## src/hw/rtl/sgs_pkg.sv

```systemverilog
// Shared types and constants for the streaming 3x3 Sobel gradient block.
package sgs_pkg;

    // Line store geometry
    localparam int MaxWidth   = 256;
    localparam int ColWidth   = $clog2(MaxWidth);
    localparam int RowWidth   = 12;
    localparam int PixWidth   = 8;
    localparam int WidthRegW  = 9;
    localparam int HeightRegW = 13;
    localparam int CfgDataW   = 13;

    // Effective frame size limits
    localparam logic [WidthRegW-1:0]  WidthMin  = WidthRegW'(3);
    localparam logic [WidthRegW-1:0]  WidthMax  = WidthRegW'(MaxWidth);
    localparam logic [HeightRegW-1:0] HeightMin = HeightRegW'(3);
    localparam logic [HeightRegW-1:0] HeightMax = HeightRegW'(4096);

    // Register reset values
    localparam logic [WidthRegW-1:0]  WidthReset  = WidthRegW'(256);
    localparam logic [HeightRegW-1:0] HeightReset = HeightRegW'(256);

    // Configuration register indexes
    typedef enum logic [0:0] {
        REG_IMAGE_WIDTH  = 1'b0,
        REG_IMAGE_HEIGHT = 1'b1
    } cfg_reg_t;

    // Two previous columns of the 3x3 window
    typedef struct packed {
        logic [PixWidth-1:0] left_top;
        logic [PixWidth-1:0] left_mid;
        logic [PixWidth-1:0] left_bot;
        logic [PixWidth-1:0] center_top;
        logic [PixWidth-1:0] center_mid;
        logic [PixWidth-1:0] center_bot;
    } window_t;

endpackage

```

## src/hw/rtl/sgs_kernel.sv

```systemverilog
// Combinational Sobel kernel: weighted column/row sums and gradient magnitude.
module sgs_kernel (
    input  sgs_pkg::window_t                win,
    input  logic [sgs_pkg::PixWidth-1:0]    right_top,
    input  logic [sgs_pkg::PixWidth-1:0]    right_mid,
    input  logic [sgs_pkg::PixWidth-1:0]    right_bot,
    output logic [sgs_pkg::PixWidth-1:0]    gradient
);

    logic [sgs_pkg::PixWidth-1:0] sum_right;
    logic [sgs_pkg::PixWidth-1:0] sum_left;
    logic [sgs_pkg::PixWidth-1:0] sum_bot;
    logic [sgs_pkg::PixWidth-1:0] sum_top;
    logic [sgs_pkg::PixWidth-1:0] mag_x;
    logic [sgs_pkg::PixWidth-1:0] mag_y;

    // Weighted sums: each term is pre-shifted, so each sum stays below 254
    assign sum_right = (right_top >> 2) + (right_mid >> 1) + (right_bot >> 2);
    assign sum_left  = (win.left_top >> 2) + (win.left_mid >> 1) + (win.left_bot >> 2);
    assign sum_bot   = (win.left_bot >> 2) + (win.center_bot >> 1) + (right_bot >> 2);
    assign sum_top   = (win.left_top >> 2) + (win.center_top >> 1) + (right_top >> 2);

    // Absolute differences: subtract the smaller sum from the larger
    assign mag_x = (sum_right >= sum_left) ? (sum_right - sum_left) : (sum_left - sum_right);
    assign mag_y = (sum_bot >= sum_top) ? (sum_bot - sum_top) : (sum_top - sum_bot);

    // Merge halved magnitudes; result never exceeds 252
    assign gradient = (mag_x >> 1) + (mag_y >> 1);

endmodule

```

## src/hw/rtl/sobel_gradient_3x3_stream.sv

```systemverilog
// Top level of the streaming 3x3 Sobel gradient block with line stores.
//
// Pixels enter in raster order on the pixel channel (in_valid / in_ready),
// one beat per pixel. Frame size comes from image_width (index 0) and
// image_height (index 1), written through cfg_write_en / cfg_index /
// cfg_data; any write restarts the frame at row 0, column 0. Out-of-range
// sizes are clamped to 3..256 columns and 3..4096 rows.
// Each pixel whose 3x3 window lies inside the frame yields one beat on the
// result channel (out_valid / out_ready): gradient and frame_last, which
// marks the last gradient of the frame. A W x H frame gives (W-2) x (H-2)
// beats; the first two rows and columns give none.
// An accepted pixel is registered in the read stage; its result then passes to the output register.
// Throughput: one pixel per cycle while the output is not stalled, set by the dual-port
// line stores (one read and one write per store each cycle) and the one-stage kernel.
// When the receiver stalls, the output register holds its beat and the
// stage behind it fills; in_ready drops only when both are occupied.
// Reset clears counters, window and valid flags and sets the size to
// 256 x 256; line store contents are undefined until the first rows pass.
module sobel_gradient_3x3_stream (
    input  logic                              clk,
    input  logic                              rst_n,
    input  logic                              in_valid,
    output logic                              in_ready,
    input  logic [sgs_pkg::PixWidth-1:0]      pixel,
    output logic                              out_valid,
    input  logic                              out_ready,
    output logic [sgs_pkg::PixWidth-1:0]      gradient,
    output logic                              frame_last,
    input  logic                              cfg_write_en,
    input  logic [0:0]                        cfg_index,
    input  logic [sgs_pkg::CfgDataW-1:0]      cfg_data
);

    // Configuration
    logic [sgs_pkg::WidthRegW-1:0]  width_reg;
    logic [sgs_pkg::HeightRegW-1:0] height_reg;
    logic [sgs_pkg::ColWidth-1:0]   col_last;
    logic [sgs_pkg::RowWidth-1:0]   row_last;

    // Position counters
    logic [sgs_pkg::ColWidth-1:0]   col_reg;
    logic [sgs_pkg::ColWidth-1:0]   col_next;
    logic [sgs_pkg::RowWidth-1:0]   row_reg;
    logic [sgs_pkg::RowWidth-1:0]   row_next;

    // Line stores
    logic [sgs_pkg::PixWidth-1:0]   upper_mem  [sgs_pkg::MaxWidth];
    logic [sgs_pkg::PixWidth-1:0]   middle_mem [sgs_pkg::MaxWidth];

    // Read stage
    logic                           rd_valid_reg;
    logic                           rd_valid_next;
    logic [sgs_pkg::PixWidth-1:0]   rd_pixel_reg;
    logic [sgs_pkg::PixWidth-1:0]   rd_top_reg;
    logic [sgs_pkg::PixWidth-1:0]   rd_mid_reg;
    logic [sgs_pkg::ColWidth-1:0]   rd_col_reg;
    logic                           rd_produce_reg;
    logic                           rd_last_reg;

    // Window and result stage
    sgs_pkg::window_t               win_reg;
    sgs_pkg::window_t               win_next;
    logic                           out_valid_reg;
    logic                           out_valid_next;
    logic [sgs_pkg::PixWidth-1:0]   gradient_reg;
    logic                           frame_last_reg;
    logic [sgs_pkg::PixWidth-1:0]   kernel_gradient;

    logic                           in_accept;
    logic                           rd_advance;
    logic                           rd_emit;

    // Clamp frame size to the supported range and form last indexes
    always_comb
    begin
        if (width_reg < sgs_pkg::WidthMin)
            col_last = sgs_pkg::ColWidth'(sgs_pkg::WidthMin - 1'b1);
        else if (width_reg > sgs_pkg::WidthMax)
            col_last = sgs_pkg::ColWidth'(sgs_pkg::WidthMax - 1'b1);
        else
            col_last = sgs_pkg::ColWidth'(width_reg - 1'b1);

        if (height_reg < sgs_pkg::HeightMin)
            row_last = sgs_pkg::RowWidth'(sgs_pkg::HeightMin - 1'b1);
        else if (height_reg > sgs_pkg::HeightMax)
            row_last = sgs_pkg::RowWidth'(sgs_pkg::HeightMax - 1'b1);
        else
            row_last = sgs_pkg::RowWidth'(height_reg - 1'b1);
    end

    // Handshake: read stage drains when it emits nothing or the output frees up
    assign rd_emit    = rd_valid_reg && rd_produce_reg;
    assign rd_advance = rd_valid_reg && (!rd_produce_reg || !out_valid_reg || out_ready);
    assign in_ready   = !rd_valid_reg || rd_advance;
    assign in_accept  = in_valid && in_ready;

    // Advance raster position on each accepted beat
    always_comb
    begin
        col_next = col_reg;
        row_next = row_reg;
        if (in_accept)
        begin
            if (col_reg == col_last)
            begin
                col_next = '0;
                row_next = (row_reg == row_last) ? '0 : row_reg + 1'b1;
            end
            else
            begin
                col_next = col_reg + 1'b1;
            end
        end
    end

    // Hold configuration; restart the frame on any write
    always_ff @(posedge clk or negedge rst_n)
    begin
        if (!rst_n)
        begin
            width_reg  <= sgs_pkg::WidthReset;
            height_reg <= sgs_pkg::HeightReset;
            col_reg    <= '0;
            row_reg    <= '0;
        end
        else if (cfg_write_en)
        begin
            unique case (sgs_pkg::cfg_reg_t'(cfg_index))
                sgs_pkg::REG_IMAGE_WIDTH:
                    width_reg <= cfg_data[sgs_pkg::WidthRegW-1:0];
                sgs_pkg::REG_IMAGE_HEIGHT:
                    height_reg <= cfg_data;
                default:
                    width_reg <= width_reg;
            endcase
            col_reg <= '0;
            row_reg <= '0;
        end
        else
        begin
            col_reg <= col_next;
            row_reg <= row_next;
        end
    end

    // Middle store: read old row above, write new pixel, same address
    always_ff @(posedge clk)
    begin
        if (in_accept)
        begin
            rd_mid_reg          <= middle_mem[col_reg];
            middle_mem[col_reg] <= pixel;
        end
    end

    // Upper store: read at accept, write back the middle pixel as it drains
    always_ff @(posedge clk)
    begin
        if (in_accept)
            rd_top_reg <= upper_mem[col_reg];
        if (rd_advance)
            upper_mem[rd_col_reg] <= rd_mid_reg;
    end

    // Read stage payload
    always_ff @(posedge clk)
    begin
        if (in_accept)
        begin
            rd_pixel_reg   <= pixel;
            rd_col_reg     <= col_reg;
            rd_produce_reg <= (col_reg >= sgs_pkg::ColWidth'(2))
                              && (row_reg >= sgs_pkg::RowWidth'(2));
            rd_last_reg    <= (col_reg == col_last) && (row_reg == row_last);
        end
    end

    // Read stage valid
    assign rd_valid_next = in_accept ? 1'b1 : (rd_advance ? 1'b0 : rd_valid_reg);

    always_ff @(posedge clk or negedge rst_n)
    begin
        if (!rst_n)
            rd_valid_reg <= 1'b0;
        else
            rd_valid_reg <= rd_valid_next;
    end

    // Gradient from the window and the incoming column
    sgs_kernel u_kernel (
        .win       (win_reg),
        .right_top (rd_top_reg),
        .right_mid (rd_mid_reg),
        .right_bot (rd_pixel_reg),
        .gradient  (kernel_gradient)
    );

    // Shift the window one column as the beat drains
    always_comb
    begin
        win_next = win_reg;
        if (rd_advance)
        begin
            win_next.left_top   = win_reg.center_top;
            win_next.left_mid   = win_reg.center_mid;
            win_next.left_bot   = win_reg.center_bot;
            win_next.center_top = rd_top_reg;
            win_next.center_mid = rd_mid_reg;
            win_next.center_bot = rd_pixel_reg;
        end
    end

    always_ff @(posedge clk or negedge rst_n)
    begin
        if (!rst_n)
            win_reg <= '0;
        else
            win_reg <= win_next;
    end

    // Output register: load on emit, drop when taken
    always_comb
    begin
        if (rd_advance && rd_emit)
            out_valid_next = 1'b1;
        else if (out_ready)
            out_valid_next = 1'b0;
        else
            out_valid_next = out_valid_reg;
    end

    always_ff @(posedge clk or negedge rst_n)
    begin
        if (!rst_n)
            out_valid_reg <= 1'b0;
        else
            out_valid_reg <= out_valid_next;
    end

    always_ff @(posedge clk)
    begin
        if (rd_advance && rd_emit)
        begin
            gradient_reg   <= kernel_gradient;
            frame_last_reg <= rd_last_reg;
        end
    end

    assign out_valid  = out_valid_reg;
    assign gradient   = gradient_reg;
    assign frame_last = frame_last_reg;

endmodule
```

## config.mk

```make
export PLATFORM = sky130hd
export DESIGN_NAME = sobel_gradient_3x3_stream
export DESIGN_NICKNAME = d
export VERILOG_FILES = /design/src/hw/rtl/sgs_pkg.sv /design/src/hw/rtl/sgs_kernel.sv /design/src/hw/rtl/sobel_gradient_3x3_stream.sv
export SDC_FILE = /design/constraint.sdc
export NUM_CORES = 2
export LEC_CHECK = 0
export ABC_AREA = 0
export BUFFER_PORTS_ARGS = -buffer_cell sky130_fd_sc_hd__buf_4
export CORE_MARGIN = 10
export CORE_UTILIZATION = 63
export CTS_CLUSTER_SIZE = 12
export DETAILED_ROUTE_END_ITERATION = 8
export PLACE_DENSITY = 0.79
export SLEW_MARGIN = 20
export SYNTH_ARGS = -nofsm -noshare
export SYNTH_HDL_FRONTEND = slang
export SYNTH_SLANG_ARGS = --single-unit
```

## constraint.sdc

```tcl
create_clock -name clk -period 11.35 [get_ports clk]
set_input_delay 2.27 -clock clk [delete_from_list [all_inputs] [get_ports clk]]
set_output_delay 2.27 -clock clk [all_outputs]
set_load 0.02 [all_outputs]
```

* Word level (Yosys, flattened, before mapping) *
Memories as Yosys holds them, arrays and structs flattened. A register that Yosys moved wholly into a read port is not among the register bits.
Index checks and enable logic that the tools add are counted.

storage, ports and cells
  memories = 2
  register bits = 119
  output and inout bits = 11
  memory bits (writable) = 4,096

memory list
  memory      words  bits a word  read ports  clocked after memory_dff  write ports  RTL line                         source
  middle_mem  256    8            1           1                         1            sobel_gradient_3x3_stream.sv:48  logic [sgs_pkg::PixWidth-1:0] middle_mem [sgs_pkg::MaxWidth];
  upper_mem   256    8            1           1                         1            sobel_gradient_3x3_stream.sv:47  logic [sgs_pkg::PixWidth-1:0] upper_mem [sgs_pkg::MaxWidth];

operators by class
  equality and inequality tests = 2
  add/subtract/negate cells = 17
  reduce and logical (&&, ||, !) cells = 19
  order comparisons = 8
  bitwise gates (word level) = 1
  mux-type cells = 21

operators with widths
  cell                                                  count
  2-to-1 mux 12 bit                                     6
  2-to-1 mux 8 bit                                      7
  adder 6 x 7 -> 8 bit                                  4
  adder 8 x 6 -> 8 bit                                  4
  subtractor 8 bit                                      4
  >= comparator 8 bit                                   2
  > comparator 13 bit, second input constant            1
  < comparator 13 x 2 -> 1 bit, second input constant   1
  adder 12 x 1 -> 12 bit, second input constant         1
  == test 12 bit                                        1
  >= comparator 12 x 2 -> 1 bit, second input constant  1
  subtractor 12 x 1 -> 12 bit, second input constant    1
  > comparator 9 bit, second input constant             1
  < comparator 9 x 2 -> 1 bit, second input constant    1
  adder 7 x 7 -> 8 bit                                  1
  adder 8 x 1 -> 8 bit, second input constant           1
  == test 8 bit                                         1
  >= comparator 8 x 2 -> 1 bit, second input constant   1
  2-to-1 mux 1 bit                                      8
  nonzero test 2 bit                                    4
  subtractor 8 x 1 -> 8 bit, second input constant      1
  logical AND 1 bit                                     6
  AND reduction 2 bit                                   3
  zero test 1 bit                                       3
  2 further kinds                                       4

* Longest topological paths before layout *
  depth after elaboration = 8
  gate-level depth with buffers = 26
  mapped depth without buffers = 26

* Hierarchy *
From an unflattened synthesis, not the netlist that was laid out.

unflattened totals
  cell total of the unflattened synthesis = 7,468
  area total of the unflattened synthesis = 166,771.2 um^2

by module, submodules not included
  module                     area each (um^2)  cells each  instances
  sobel_gradient_3x3_stream  163,947.2         7,141       1
  sgs_kernel                 2,824.0           327         1

* Worst setup path before layout *
No wires, ideal clock.

  kind = register -> register
  start point = register rd_mid_reg[2] in the netlist's numbering, read port of middle_mem
  end point = register gradient_reg, in the netlist gradient[7], data pin
  path slack = 3.067 ns
  arrival = 8.026 ns
  setup time = 0.257 ns
  stages on the path, launching flop included = 26
  path buffers = 0
  clock period less this slack = 8.283 ns
  cell sequence = edfxtp_1 -> inv_1 -> fa_1 -> inv_1 -> ha_1 -> fa_1 -> a21oi_1 -> nor2_1 -> nor2_1 -> nor2b_1 -> o21ai_0 -> nand2b_1 -> ha_1 -> a21oi_1 -> nand2_1 -> mux2i_1 -> nand2_1 -> a21boi_0 -> xnor2_1 -> ha_1 -> a21oi_1 -> o21bai_1 -> a21oi_1 -> nor2b_1 -> o21ai_0 -> nand2b_1

on the way
  cells in the longest elaborated chain, start to end = 5
  elaborated cells on any way between the ends = 7
  classes of those cells = add/sub (5); order compare (1); mux (1)

RTL lines
  item                                                            RTL line                          source
  from (decl)                                                     sobel_gradient_3x3_stream.sv:55   logic [sgs_pkg::PixWidth-1:0] rd_mid_reg;
  adder 6 x 7 -> 8 bit *                                          sgs_kernel.sv:18                  assign sum_right = (right_top >> 2) + (right_mid >> 1) + (right_bot >> 2);
  adder 8 x 6 -> 8 bit *                                          sgs_kernel.sv:18
  subtractor 8 bit / >= comparator 8 bit (equally long branches)  sgs_kernel.sv:24                  assign mag_x = (sum_right >= sum_left) ? (sum_right - sum_left) : (sum_left - sum_right);
  2-to-1 mux 8 bit *                                              sgs_kernel.sv:24
  adder 7 x 7 -> 8 bit *                                          sgs_kernel.sv:28                  assign gradient = (mag_x >> 1) + (mag_y >> 1);
  net kernel_gradient, one bit                                    sobel_gradient_3x3_stream.sv:67   logic [sgs_pkg::PixWidth-1:0] kernel_gradient;
  to (signal assigned)                                            sobel_gradient_3x3_stream.sv:244  gradient_reg <= kernel_gradient;
  to (decl)                                                       sobel_gradient_3x3_stream.sv:65   logic [sgs_pkg::PixWidth-1:0] gradient_reg;

Mark *: on every way through the listed nets, which the timed path passes. The rest lies on a longest branch.
A chain may end at the register's enable or synchronous reset.

* Final worst setup path *
Same ends and word-level chain as after synthesis.

==> results by group <==
Clock tree
  – Post-CTS Hold Buffers: 0
  – Worst-Skew Late Latency: 1.01 ns
  – CTS tree: built
  – Clock buffer depth: 4
  – CTS H-tree lvls: 5
  – # clock sinks: 3708
  – Setup Buffers After CTS: 0
  – CTS resizes: 0
  – CTS buffer count: 373
  – Clock transition at the registers of the reported paths: roughly 0.06 ns
  – Root Driver: clkbuf_16

Finish
  – Area of the multi-input gates: between 0.03 and 0.04 mm2
  – Layout fillers: 13000
  – Final Non-Filler Cells: 10400
  – Final nets: 7300
  – Area Overhead vs Synth: 9.47%
  – Share of layout cells above drive strength 1: 0.234
  – Commonest non-fill, non-tap cell in the layout: edfxtp_1
  – Finished Core Util: 0.693
  – Most frequent cells in the layout: edfxtp_1 (3624), mux4_2 (958), nor2_1 (576), clkbuf_16 (378), mux2i_1 (202)
  – Register Area: 0.111 mm2

Power
  – Reg power frac: 0.496
  – Switching Fraction: 0.247
  – Comb pwr share: 0.156
  – Net load switching power: 0.00772 W
  – Clk pwr share: 0.348
  – P_int: roughly 0.024 W
  – Max VDD drop: roughly 650 uV
  – PwrDens: between 150 and 200 mW/mm2
  – Lkg Pwr: 49.0 nW

Floorplanning
  – Effective utilization at floorplan: 0.633
  – Core area: 0.233 mm2
  – DIE WIDTH: 503 um
  – Die H: between 500 and 600 um
  – Top Ports: 38
  – Cell Rows: 177
  – DIE AREA: 0.253 mm2

Synth
  – Yosys top cell by area: edfxtp_1
  – Syn Area/Cell: 20.9 um2
  – Syn Nets: slightly above 7000
  – Synth async-reset ratio: 0.0227
  – Post-synthesis sequential area ratio: 0.753
  – EDFF count, synth: between 3000 and 4000
  – Synth area leaders: edfxtp_1 (74%), mux4_2 (15%), nor2_1 (1.5%)
  – Yosys cell types: 74
  – Synth top area share: 0.739
  – FF+latch count, synth: ~3700
  – Synth warnings: 0
  – Synth Flop Type: edfxtp_1
  – Synth Instances: roughly 7000
  – Mapped cell area: 0.147 mm2

Detailed routing
  – Via count: approximately 75000
  – Final antenna-violating net count: 0
  – # DRC: 0
  – Metal3 WL: 50.5 mm
  – DR vias/cell: between 7 and 8
  – Top routing layer used: met5
  – Wire length on met1: about 130 mm
  – Drt pass-1 iters: 6
  – Routed wire per std cell: approximately 36 um
  – WL final: between 300 and 400 mm
  – DRT iter0 DRCs: 12700
  – Routed wl met2: 173 mm

Worst setup path
  – R2r endpoint: gradient[7]
  – FF-to-FF path depth: 26
  – WP data required: roughly 12 ns
  – FF-to-FF Start: rd_mid_reg[2]
  – Crit Path Category: flop to flop
  – CP Launch Type: flop
  – CP Capture Type: flop
  – Reg2Reg Setup Slack: 5.13 ns
  – WP data arrival: a little under 7 ns
  – Crit path max fanout: between 100 and 150

Worst hold path
  – Hold_sp: rd_last_reg
  – Worst Hold Path EP: frame_last
  – Worst Hold Path Cells: 0
  – Worst hold path type: flop to flop

Global route
  – Global Route Usage Sum: 0.292
  – Vias in the first global route: 75600
  – First-pass GRT wire length: 536 mm
  – Grt ovf: 0
  – Largest net degree at the start of global routing: 258
  – Antenna violations before repair: 20

Timing
  – Fin. max-slew vios: 0
  – Fmax: 161 MHz
  – Final WS setup: 5.13 ns
  – Tmin final: 6.22 ns
  – Layout Skew: 0.0703 ns
  – Final Hold Fails: 0
  – RSZ-0062 raised after global routing: no
  – Rel. slew slack: 0.173
  – Tcrit/Tclk final: 0.548
  – Final setup violation count: 0
  – Setup TNS: 0 ns
  – Worst slew pin tran: 1.23 ns

Placement
  – Port bufs: 36
  – Place WS: between 4 and 5 ns
  – Routability cong.: 0.853
  – Placed Cells: 9832
  – Detail Placement HPWL: 201 mm

Run status
  – Status: completed

Job
  – Max-cap violations: 0
-- power by group through the flow --
stage | Clock [W] | Sequential (W) | Combinational (W)
after floorplan | 0 | 0.0159 | 0.00345
after global placement | 0 | 0.0158 | 0.00473
after detailed placement | 0 | 0.0158 | 0.00479
after CTS | 0.0109 | 0.0155 | 0.00484
after global routing | 0.0114 | 0.0155 | 0.00536
final | 0.0109 | 0.0155 | 0.00488
-- worst max-delay path: stages (launching register included) --
cell	delay [ns]
edfxtp_1	0.38
buf_12	0.44
inv_1	0.13
fa_1	0.53
inv_1	0.06
ha_1	0.21
fa_1	0.47
a21oi_1	0.15
nor2_1	0.05
nor2_1	0.15
nor2b_1	0.06
o21ai_0	0.14
nand2b_1	0.11
ha_1	0.39
a21oi_1	0.46
nand2_1	0.35
mux2i_1	0.27
nand2_1	0.07
a21boi_0	0.21
xnor2_1	0.10
ha_1	0.34
a21oi_1	0.22
o21bai_1	0.10
a21oi_1	0.22
nor2b_1	0.07
o21ai_0	0.15
nand2b_1	0.07
-- how the worst max path moves through the flow --
stage | startpoint | endpoint | slack [ns] | depth (start not counted)
2_1_floorplan | rd_mid_reg[2] | gradient[7] | 3.07 | 25
3_3_place_gp | rd_mid_reg[2] | gradient[7] | 4.66 | 26
3_5_place_dp | rd_mid_reg[2] | gradient[7] | 4.82 | 25
4_1_cts | rd_mid_reg[2] | gradient[7] | 4.73 | 25
5_1_grt | rd_mid_reg[2] | gradient[7] | 4.53 | 26
6_report | rd_mid_reg[2] | gradient[7] | 5.13 | 26
-- kinds of logic after synthesis --
family | share of synthesized area
multiplexers | 0.171
buffers and inverters | 0.0139
AO/OA/AOI/OAI | 0.0210
AND/OR/NAND/NOR | 0.0275
flip-flops | 0.753
XOR/XNOR | 0.00291
adder cells (fa/ha/maj) | 0.0104
-- layer usage --
metal | global-route usage | vias to the layer above
li1 | - | 29300
met3 | 0.0832 | 1068
met4 | 0.119 | 26
met5 | 0 | -
met2 | 0.442 | 5889
met1 | 0.408 | 38700
-- cell usage after synthesis, types with 76 or more instances --
cell and instances:
mux2i_1 202, dfrtp_1 82, inv_1 76, mux2_2 138
clkbuf_1 241, nand2_1 138, nor2_1 584, a21oi_1 81
mux4_2 958, edfxtp_1 3624, nand3_1 87, o22ai_1 100
buf_2 88
-- metrics by stage --
| step | instance area (um2) | power, W | hold slack, ns |
|---|---|---|---|
| CTS | 161000 | 0.0313 | 0.447 |
| floorplan | 147000 | 0.0194 | 0.400 |
| detailed placement | 151000 | 0.0206 | 0.428 |
| global placement | 151000 | 0.0205 | 0.415 |
| global route | 161000 | 0.0323 | 0.473 |
| finish | 161000 | 0.0313 | 0.440 |
-- area by class of cell --
cell class / count / area share
multi-input combinational: 2848 / 0.213
antenna: 8 / 0.000124
timing repair buffer: 162 / 0.0102
clock buffer: 464 / 0.0609
clock inverter: 46 / 0.00180
tap: 3043 / 0.0236
sequential: 3708 / 0.688
inverter: 77 / 0.00181
No activity file was read; power rests on OpenSTA's default activity.
